[src/hw/rtl/hpa_pkg.sv]
// ----------------------------------------------------------------------------
// hpa_pkg
// Shared codes and types of the handle pool allocator: operation codes,
// status codes and the command bundle from the controller to the datapath.
// ----------------------------------------------------------------------------
package hpa_pkg;

	// operation codes
	localparam logic [1:0] FUNC_ALLOC   = 2'd0;
	localparam logic [1:0] FUNC_RELEASE = 2'd1;
	localparam logic [1:0] FUNC_LOOKUP  = 2'd2;

	// status codes
	localparam logic [1:0] ST_OK   = 2'd0;
	localparam logic [1:0] ST_FULL = 2'd1;
	localparam logic [1:0] ST_DEAD = 2'd2;

	// controller to datapath commands
	typedef struct packed {
		logic accept;
		logic commit;
	} hpa_cmd_t;

endpackage

[src/hw/rtl/hpa_ram.sv]
// ----------------------------------------------------------------------------
// hpa_ram
// Generic simple dual port RAM: one write port, one read port with a
// registered read.
// ----------------------------------------------------------------------------
module hpa_ram #(
	parameter int WIDTH = 8,
	parameter int DEPTH = 256
) (
	input  logic                     clk,
	input  logic                     we,
	input  logic [$clog2(DEPTH)-1:0] waddr,
	input  logic [WIDTH-1:0]         wdata,
	input  logic                     re,
	input  logic [$clog2(DEPTH)-1:0] raddr,
	output logic [WIDTH-1:0]         rdata
);

	logic [WIDTH-1:0] mem_q [DEPTH];
	logic [WIDTH-1:0] rdata_q;

	// write port
	always_ff @(posedge clk) begin
		if (we) begin
			mem_q[waddr] <= wdata;
		end
	end

	// registered read port
	always_ff @(posedge clk) begin
		if (re) begin
			rdata_q <= mem_q[raddr];
		end
	end

	assign rdata = rdata_q;

endmodule

[src/hw/rtl/hpa_ctrl.sv]
// ----------------------------------------------------------------------------
// hpa_ctrl
// Controller of the handle pool allocator: takes a transaction, runs the
// execute step and raises the result strobe.
// ----------------------------------------------------------------------------
module hpa_ctrl (
	input  logic             clk,
	input  logic             arst_n,
	input  logic             start,
	output logic             busy,
	output logic             done,
	output hpa_pkg::hpa_cmd_t cmd
);

	import hpa_pkg::*;

	typedef enum logic {
		S_IDLE,
		S_EXEC
	} state_t;

	state_t state_q;
	logic   done_q;

	// state and result strobe
	always_ff @(posedge clk or negedge arst_n) begin
		if (!arst_n) begin
			state_q <= S_IDLE;
			done_q  <= 1'b0;
		end else begin
			case (state_q)
				S_IDLE: begin
					done_q <= 1'b0;
					if (start) begin
						state_q <= S_EXEC;
					end
				end
				S_EXEC: begin
					state_q <= S_IDLE;
					done_q  <= 1'b1;
				end
				default: begin
					state_q <= S_IDLE;
					done_q  <= 1'b0;
				end
			endcase
		end
	end

	assign busy       = (state_q == S_EXEC);
	assign done       = done_q;
	assign cmd.accept = start && !busy;
	assign cmd.commit = busy;

endmodule

[src/hw/rtl/hpa_datapath.sv]
// ----------------------------------------------------------------------------
// hpa_datapath
// Datapath of the handle pool allocator: free stack, in-use list and
// position map memories, live flags, counters and the result registers.
// ----------------------------------------------------------------------------
module hpa_datapath #(
	parameter int CAPACITY = 256
) (
	input  logic              clk,
	input  logic              arst_n,
	input  hpa_pkg::hpa_cmd_t cmd,
	input  logic [1:0]        func,
	input  logic [7:0]        handle,
	input  logic              cfg_we,
	input  logic [15:0]       cfg_wdata,
	output logic [1:0]        status,
	output logic [7:0]        granted_handle,
	output logic [23:0]       byte_offset,
	output logic [8:0]        live_count
);

	import hpa_pkg::*;

	localparam int HW     = $clog2(CAPACITY);
	localparam int CW     = $clog2(CAPACITY + 1);
	localparam int LIVE_N = (CAPACITY < 256) ? CAPACITY : 256;
	localparam int LW     = $clog2(LIVE_N);

	// control state
	logic [CW-1:0]     used_q;
	logic [CW-1:0]     hw_q;
	logic [LIVE_N-1:0] live_q;
	logic [15:0]       elem_q;

	// transaction captured at accept
	logic [1:0] op_s1;
	logic [7:0] handle_s1;
	logic       live_s1;

	// result registers
	logic [1:0]  status_q;
	logic [7:0]  granted_q;
	logic [23:0] offset_q;
	logic [8:0]  count_q;

	// memory ports
	logic          fs_we, iul_we, lp_we;
	logic [HW-1:0] fs_waddr, fs_wdata, fs_raddr, fs_rdata;
	logic [HW-1:0] iul_waddr, iul_wdata, iul_raddr, iul_rdata;
	logic [HW-1:0] lp_waddr, lp_wdata, lp_raddr, lp_rdata;

	logic          handle_live;
	logic          pool_full;
	logic          fresh;
	logic [HW-1:0] alloc_id;
	logic [HW-1:0] h_idx;
	logic          alloc_ok;
	logic          rel_ok;
	logic [CW-1:0] used_next;
	logic [23:0]   product;
	logic [1:0]    res_status;
	logic [7:0]    res_granted;
	logic [23:0]   res_offset;

	// live check at accept
	assign handle_live = (32'(handle) < CAPACITY) && live_q[LW'(handle)];

	// read addresses issued at accept
	assign fs_raddr  = HW'(CW'(CAPACITY - 1) - used_q);
	assign iul_raddr = HW'(used_q - CW'(1));
	assign lp_raddr  = HW'(handle);

	// stack top above the high-water mark reads as its reset value
	assign pool_full = (used_q == CW'(CAPACITY));
	assign fresh     = (used_q == hw_q);
	assign alloc_id  = fresh ? HW'(CW'(CAPACITY - 1) - used_q) : fs_rdata;
	assign h_idx     = HW'(handle_s1);

	assign alloc_ok = cmd.commit && (op_s1 == FUNC_ALLOC) && !pool_full;
	assign rel_ok   = cmd.commit && (op_s1 == FUNC_RELEASE) && live_s1;

	// list append on allocate, swap-remove on release
	assign iul_we    = alloc_ok || rel_ok;
	assign iul_waddr = alloc_ok ? HW'(used_q) : lp_rdata;
	assign iul_wdata = alloc_ok ? alloc_id : iul_rdata;
	assign lp_we     = alloc_ok || rel_ok;
	assign lp_waddr  = alloc_ok ? alloc_id : iul_rdata;
	assign lp_wdata  = alloc_ok ? HW'(used_q) : lp_rdata;

	// push released handle
	assign fs_we    = rel_ok;
	assign fs_waddr = HW'(CW'(CAPACITY) - used_q);
	assign fs_wdata = h_idx;

	always_comb begin
		used_next = used_q;
		if (alloc_ok) begin
			used_next = used_q + CW'(1);
		end else if (rel_ok) begin
			used_next = used_q - CW'(1);
		end
	end

	assign product = 24'(handle_s1) * 24'(elem_q);

	// result selection
	always_comb begin
		res_status  = ST_OK;
		res_granted = 8'd0;
		res_offset  = 24'd0;
		case (op_s1)
			FUNC_ALLOC: begin
				if (pool_full) begin
					res_status = ST_FULL;
				end else begin
					res_granted = 8'(alloc_id);
				end
			end
			FUNC_RELEASE: begin
				if (!live_s1) begin
					res_status = ST_DEAD;
				end
			end
			FUNC_LOOKUP: begin
				if (!live_s1) begin
					res_status = ST_DEAD;
				end else begin
					res_offset = product;
				end
			end
			default: begin
				res_status = ST_OK;
			end
		endcase
	end

	// counters, live flags and element size
	always_ff @(posedge clk or negedge arst_n) begin
		if (!arst_n) begin
			used_q <= '0;
			hw_q   <= '0;
			live_q <= '0;
			elem_q <= 16'd1;
		end else begin
			if (cfg_we) begin
				elem_q <= cfg_wdata;
			end
			if (cmd.commit) begin
				used_q <= used_next;
			end
			if (alloc_ok && fresh) begin
				hw_q <= hw_q + CW'(1);
			end
			if (alloc_ok && (32'(alloc_id) < LIVE_N)) begin
				live_q[LW'(alloc_id)] <= 1'b1;
			end
			if (rel_ok) begin
				live_q[LW'(h_idx)] <= 1'b0;
			end
		end
	end

	// transaction capture and result registers
	always_ff @(posedge clk) begin
		if (cmd.accept) begin
			op_s1     <= func;
			handle_s1 <= handle;
			live_s1   <= handle_live;
		end
		if (cmd.commit) begin
			status_q  <= res_status;
			granted_q <= res_granted;
			offset_q  <= res_offset;
			count_q   <= 9'(used_next);
		end
	end

	hpa_ram #(.WIDTH(HW), .DEPTH(CAPACITY)) u_free_stack (
		.clk   (clk),
		.we    (fs_we),
		.waddr (fs_waddr),
		.wdata (fs_wdata),
		.re    (cmd.accept),
		.raddr (fs_raddr),
		.rdata (fs_rdata)
	);

	hpa_ram #(.WIDTH(HW), .DEPTH(CAPACITY)) u_in_use_list (
		.clk   (clk),
		.we    (iul_we),
		.waddr (iul_waddr),
		.wdata (iul_wdata),
		.re    (cmd.accept),
		.raddr (iul_raddr),
		.rdata (iul_rdata)
	);

	hpa_ram #(.WIDTH(HW), .DEPTH(CAPACITY)) u_list_position (
		.clk   (clk),
		.we    (lp_we),
		.waddr (lp_waddr),
		.wdata (lp_wdata),
		.re    (cmd.accept),
		.raddr (lp_raddr),
		.rdata (lp_rdata)
	);

	assign status         = status_q;
	assign granted_handle = granted_q;
	assign byte_offset    = offset_q;
	assign live_count     = count_q;

endmodule

[src/hw/rtl/handle_pool_allocator_top.sv]
// ----------------------------------------------------------------------------
// handle_pool_allocator_top
// Fixed pool of CAPACITY handles with a free-handle stack, a dense in-use
// list and a position map; allocate, release and look up.
//
//   channel   | handshake        | payload
//   ----------+------------------+------------------------------------------
//   command   | start / busy     | func, handle
//   result    | done (strobe)    | status, granted_handle, byte_offset,
//             |                  | live_count
//   config    | cfg_we           | cfg_wdata (element size)
//
// A transaction is taken when start is high and busy is low. busy is high in
// the execute state, and the result strobe follows on the next cycle; a new
// transaction can be taken in the strobe cycle but not while busy. The
// execute state exists for the registered read of the stack, list and
// position memories, followed by their write-back.
// Reset needs no clearing pass: live flags clear at once and untouched stack
// entries read as their reset value through a high-water mark. The receiver
// cannot stall.
// ----------------------------------------------------------------------------
module handle_pool_allocator_top #(
	parameter int CAPACITY = 256
) (
	input  logic        clk,
	input  logic        arst_n,
	input  logic        start,
	output logic        busy,
	input  logic [1:0]  func,
	input  logic [7:0]  handle,
	output logic        done,
	output logic [1:0]  status,
	output logic [7:0]  granted_handle,
	output logic [23:0] byte_offset,
	output logic [8:0]  live_count,
	input  logic        cfg_we,
	input  logic [15:0] cfg_wdata
);

	import hpa_pkg::*;

	hpa_cmd_t cmd;

	hpa_ctrl u_ctrl (
		.clk    (clk),
		.arst_n (arst_n),
		.start  (start),
		.busy   (busy),
		.done   (done),
		.cmd    (cmd)
	);

	hpa_datapath #(.CAPACITY(CAPACITY)) u_datapath (
		.clk            (clk),
		.arst_n         (arst_n),
		.cmd            (cmd),
		.func           (func),
		.handle         (handle),
		.cfg_we         (cfg_we),
		.cfg_wdata      (cfg_wdata),
		.status         (status),
		.granted_handle (granted_handle),
		.byte_offset    (byte_offset),
		.live_count     (live_count)
	);

	// execute state always goes straight back to idle
	a_exec_single: assert property (@(posedge clk) disable iff (!arst_n)
		busy |=> !busy)
		else $error("busy held past one execute cycle");

	// every result strobe follows an accepted transaction through the execute state
	a_done_after_accept: assert property (@(posedge clk) disable iff (!arst_n)
		done |-> $past(start && !busy, 2))
		else $error("result strobe without an accepted transaction");

	// pool full is reported only for an allocate
	a_full_on_alloc: assert property (@(posedge clk) disable iff (!arst_n)
		(done && status == ST_FULL) |-> ($past(func, 2) == FUNC_ALLOC))
		else $error("pool full status for a non-allocate transaction");

	// failed operations give no handle and no offset
	a_fail_zero: assert property (@(posedge clk) disable iff (!arst_n)
		(done && status != ST_OK) |-> (granted_handle == 8'd0 && byte_offset == 24'd0))
		else $error("failed transaction carries a handle or an offset");

endmodule

[config.mk]
export PLATFORM = sky130hd
export DESIGN_NAME = handle_pool_allocator_top
export DESIGN_NICKNAME = d
export VERILOG_FILES = /design/src/hw/rtl/hpa_pkg.sv /design/src/hw/rtl/hpa_ram.sv /design/src/hw/rtl/hpa_ctrl.sv /design/src/hw/rtl/hpa_datapath.sv /design/src/hw/rtl/handle_pool_allocator_top.sv
export SDC_FILE = /design/constraint.sdc
export NUM_CORES = 2
export LEC_CHECK = 0
export ABC_AREA = 1
export BUFFER_PORTS_ARGS = -buffer_cell sky130_fd_sc_hd__buf_2
export CAP_MARGIN = 20
export CORE_MARGIN = 3
export CORE_UTILIZATION = 30
export DETAILED_ROUTE_END_ITERATION = 8
export PLACE_DENSITY = 0.43
export SKIP_CTS_REPAIR_TIMING = 1
export SYNTH_ARGS = -nofsm -noshare
export SYNTH_HDL_FRONTEND = slang
export SYNTH_SLANG_ARGS = --single-unit
[constraint.sdc]
create_clock -name clk -period 7.3 [get_ports clk]
set_clock_uncertainty 0.1 [all_clocks]
set_input_delay 1.095 -clock clk [delete_from_list [all_inputs] [get_ports clk]]
set_output_delay 1.095 -clock clk [all_outputs]
set_load 0.02 [all_outputs]
==> flow_summary.toml <==
[outcome]
status = "completed"

[flow_run]
maxCapViolations = 0

[finish]
drive_gt1_share_pct = 8.51
nets = 10880
num-fill-cells = 36631
areaGrowthSynthToFinish_pct = 12.7
layout_commonest_cell = "nand2_1"
final_cell_mix = "nand2_1, edfxtp_1, nor2_1"
fin_util_pct = 34.0

[timing]
finalSetupTns_ns = 0
setup_viol = 0
slew_violations = 0
max_slew.worst_pin.slew_ns = 1.14
hold_slack_ns = 0.0643
finalHoldViolations = 0
rsz0062_at_grt = "false"
fmax_mhz = 186
finalCriticalPeriod_ns = 5.37
timing.final.crit_share_pct = 73.5
relSlewSlack_pct = 23.8
fin_ws_ns = 1.93

[drt]
detail-route-antenna-nets = 0
drt_wl_total_mm = 358
drtPass1Iterations = 9
drt_iter0_markers = 6962
via_count = 76822
route.detailed.drc = 0
wl_per_cell_um = 22.8
post_drt_via_cell_ratio = 4.88

[synthesis]
synthDistinctLibCells = 49
synth_xor_area_share_pct = 0.257
synth_top_family_by_area = "simple AND/OR/NAND/NOR gates"
syn_area_per_cell_um2 = 10.1
ys_seq_area_share_pct = 64.5
yosys.area.top_type = "edfxtp_1"
synth.top_cell.area_share_pct = 57.8
synthMuxAreaShare_pct = 0.154
synth_fp_nets = 11037
ys_ff_latch = 2402
synth_area_um2 = 110000
syn_inst = 10868
synth_compound_area_share_pct = 5.40
synth_fa_ha_area_share_pct = 2.16
yosys_warnings = 0
yosys.area_share.simple_pct = 22.1
synthTopCellsByArea = "edfxtp_1, nand2_1, dfrtp_1"

[placement]
hpwlAfterDp_mm = 209
gp_congestion = 0.834
port-buffer-count = 74
pre_cts_ws_ns = 1.95

[min_path]
hp-class = "input port to asynchronous set/reset pin"

[critical_path]
start_kind = "register"
crit_fanout = 65
cp_data_required_time_ns = 7.93
arrival_ns = 5.99
crit_type = "register to register"
crit_path_end_kind = "register"

[pwr]
power_leakage_nw = 46.7
powerDensity_nw_per_um2 = 372
totalPowerFinal_mw = 46.0
peakVddDrop_uv = 280

[clock_tree]
clkTransAtPathRegs_ns = 0.06
cts_tree = "built"
cts_max_level = 5
clk_latency_ns = 0.90
clk_path_buf_depth = 4
cts_inserted_buffers = 287
cts_sinks = 2402
cts-root-buf = "clkbuf_16"

[floorplan]
coreArea_um2 = 363000
die_x_um = 610
ios = 75
fp.dieH_um = 610
die_area_um2 = 373000
rows = 221
initial_core_util_pct = 30.2

[global_route]
grt_pass1_wl_mm = 526
grtUsageTotal_pct = 18.8
first_global_vias = 76336
grt.overflow.total = 0
grt_max_degree = 160
antenna_found_initial = 14
## synth_stat cells, drive strengths merged
master and count:
a21oi 329, nand2 2882, nor4 2, clkbuf 378
a21o 4, o221ai 2, inv 805, nand3 947
nor2 1799, nor3b 1, a211oi 1, nor3 26
o31ai 2, buf 270, o22ai 1, xnor2 10
edfxtp 2110, o21ai 799, nand4 26, o21a 2
xor2 17, o211ai 4, ha 55, a31oi 3
fa 84, dfstp 1, o21bai 2, dfrtp 291
mux2 15
## where the power goes
group / switching [mW] / internal, mW / total [mW] / leakage (nW)
Combinational: 12.2 / 4.14 / 16.4 / 19.3
Clock: 5.77 / 8.22 / 14.0 / 4.43
Sequential: 0.394 / 15.3 / 15.7 / 23.0
## critical path: stages, from the launching register on
cell	delay, ns
edfxtp_1	0.98
buf_4	0.86
nand2_1	0.12
inv_1	0.10
ha_1	0.13
inv_1	0.05
fa_1	0.44
fa_1	0.52
inv_1	0.04
ha_1	0.28
ha_1	0.38
nand2_1	0.16
nor4_1	0.46
nand4_1	0.15
nand3_1	0.13
o21ai_0	0.08
a21oi_1	0.18
## through the flow
| stage | instance area, um2 | instances |
|---|---|---|
| floorplan | 110000 | 10868 |
| detailed placement | 114000 | 15216 |
| finish | 124000 | 15733 |
| global route | 124000 | 15733 |
| CTS | 124000 | 15732 |
| global placement | 114000 | 15216 |
## path summary, 6_finish.rpt
check                                                  from                                       end  slack [ns]  cells after the start
min in group clk                                    func[0]             u_datapath.op_s1[0]$_DFFE_PP_        0.31                      1
min                                                  arst_n         u_datapath.elem_q[14]$_DFFE_PN0P_        0.06                      1
min reg2reg                u_datapath.live_q[245]$_DFF_PN0_          u_datapath.live_q[245]$_DFF_PN0_        0.41                      2
max reg2reg                u_datapath.fs_wdata[3]$_DFFE_PP_  u_datapath.byte_offset[21]$_SDFFCE_PN0P_        1.93                     16
max in group asynchronous                            arst_n           u_datapath.live_q[29]$_DFF_PN0_        5.73                      2
max                        u_datapath.fs_wdata[3]$_DFFE_PP_  u_datapath.byte_offset[21]$_SDFFCE_PN0P_        1.93                     16
## flip-flops by register name, summed over array words and instances, names as in the netlist
register / cells
u_datapath.u_free_stack.mem_q: 2048
u_datapath.elem_q: 16
u_datapath.fs_wdata: 8
u_ctrl.done: 1
u_datapath.op_s1: 2
u_datapath.live_q: 256
u_datapath.used_q: 9
u_datapath.granted_handle: 8
u_datapath.hw_q: 9
u_ctrl.busy: 1
u_datapath.status: 2
u_datapath.byte_offset: 24
u_datapath.live_count: 9
u_datapath.live_s1: 1
u_datapath.u_free_stack.rdata: 8
## metal layers
metal	track usage [%]	routed length, um	vias to the layer above
met5	0	0	-
met4	5.11	9690	0
met3	2.24	18700	504
met2	30.6	167000	2198
met1	26.3	163000	38449
li1	-	-	35671
## layout make-up
class	instances	area (um2)	area share (%)
tap	4794	6000	4.85
inverter	805	3070	2.48
timing repair buffer	202	1470	1.19
multi-input combinational	7013	33300	26.9
sequential	2402	70700	57.2
antenna	1	2.50	0.00203
clock inverter	143	1250	1.01
clock buffer	373	7850	6.35
## logic make-up after synthesis
family	count (synthesis)
xor gates and xnor gates	27
adders and majority gates	139
AOI/OAI and AO/OA	1149
buffers and inverters	1453
DFF	2402
and+or+nand+nor	5683
muxes	15
(Power assumes the default switching activity.)
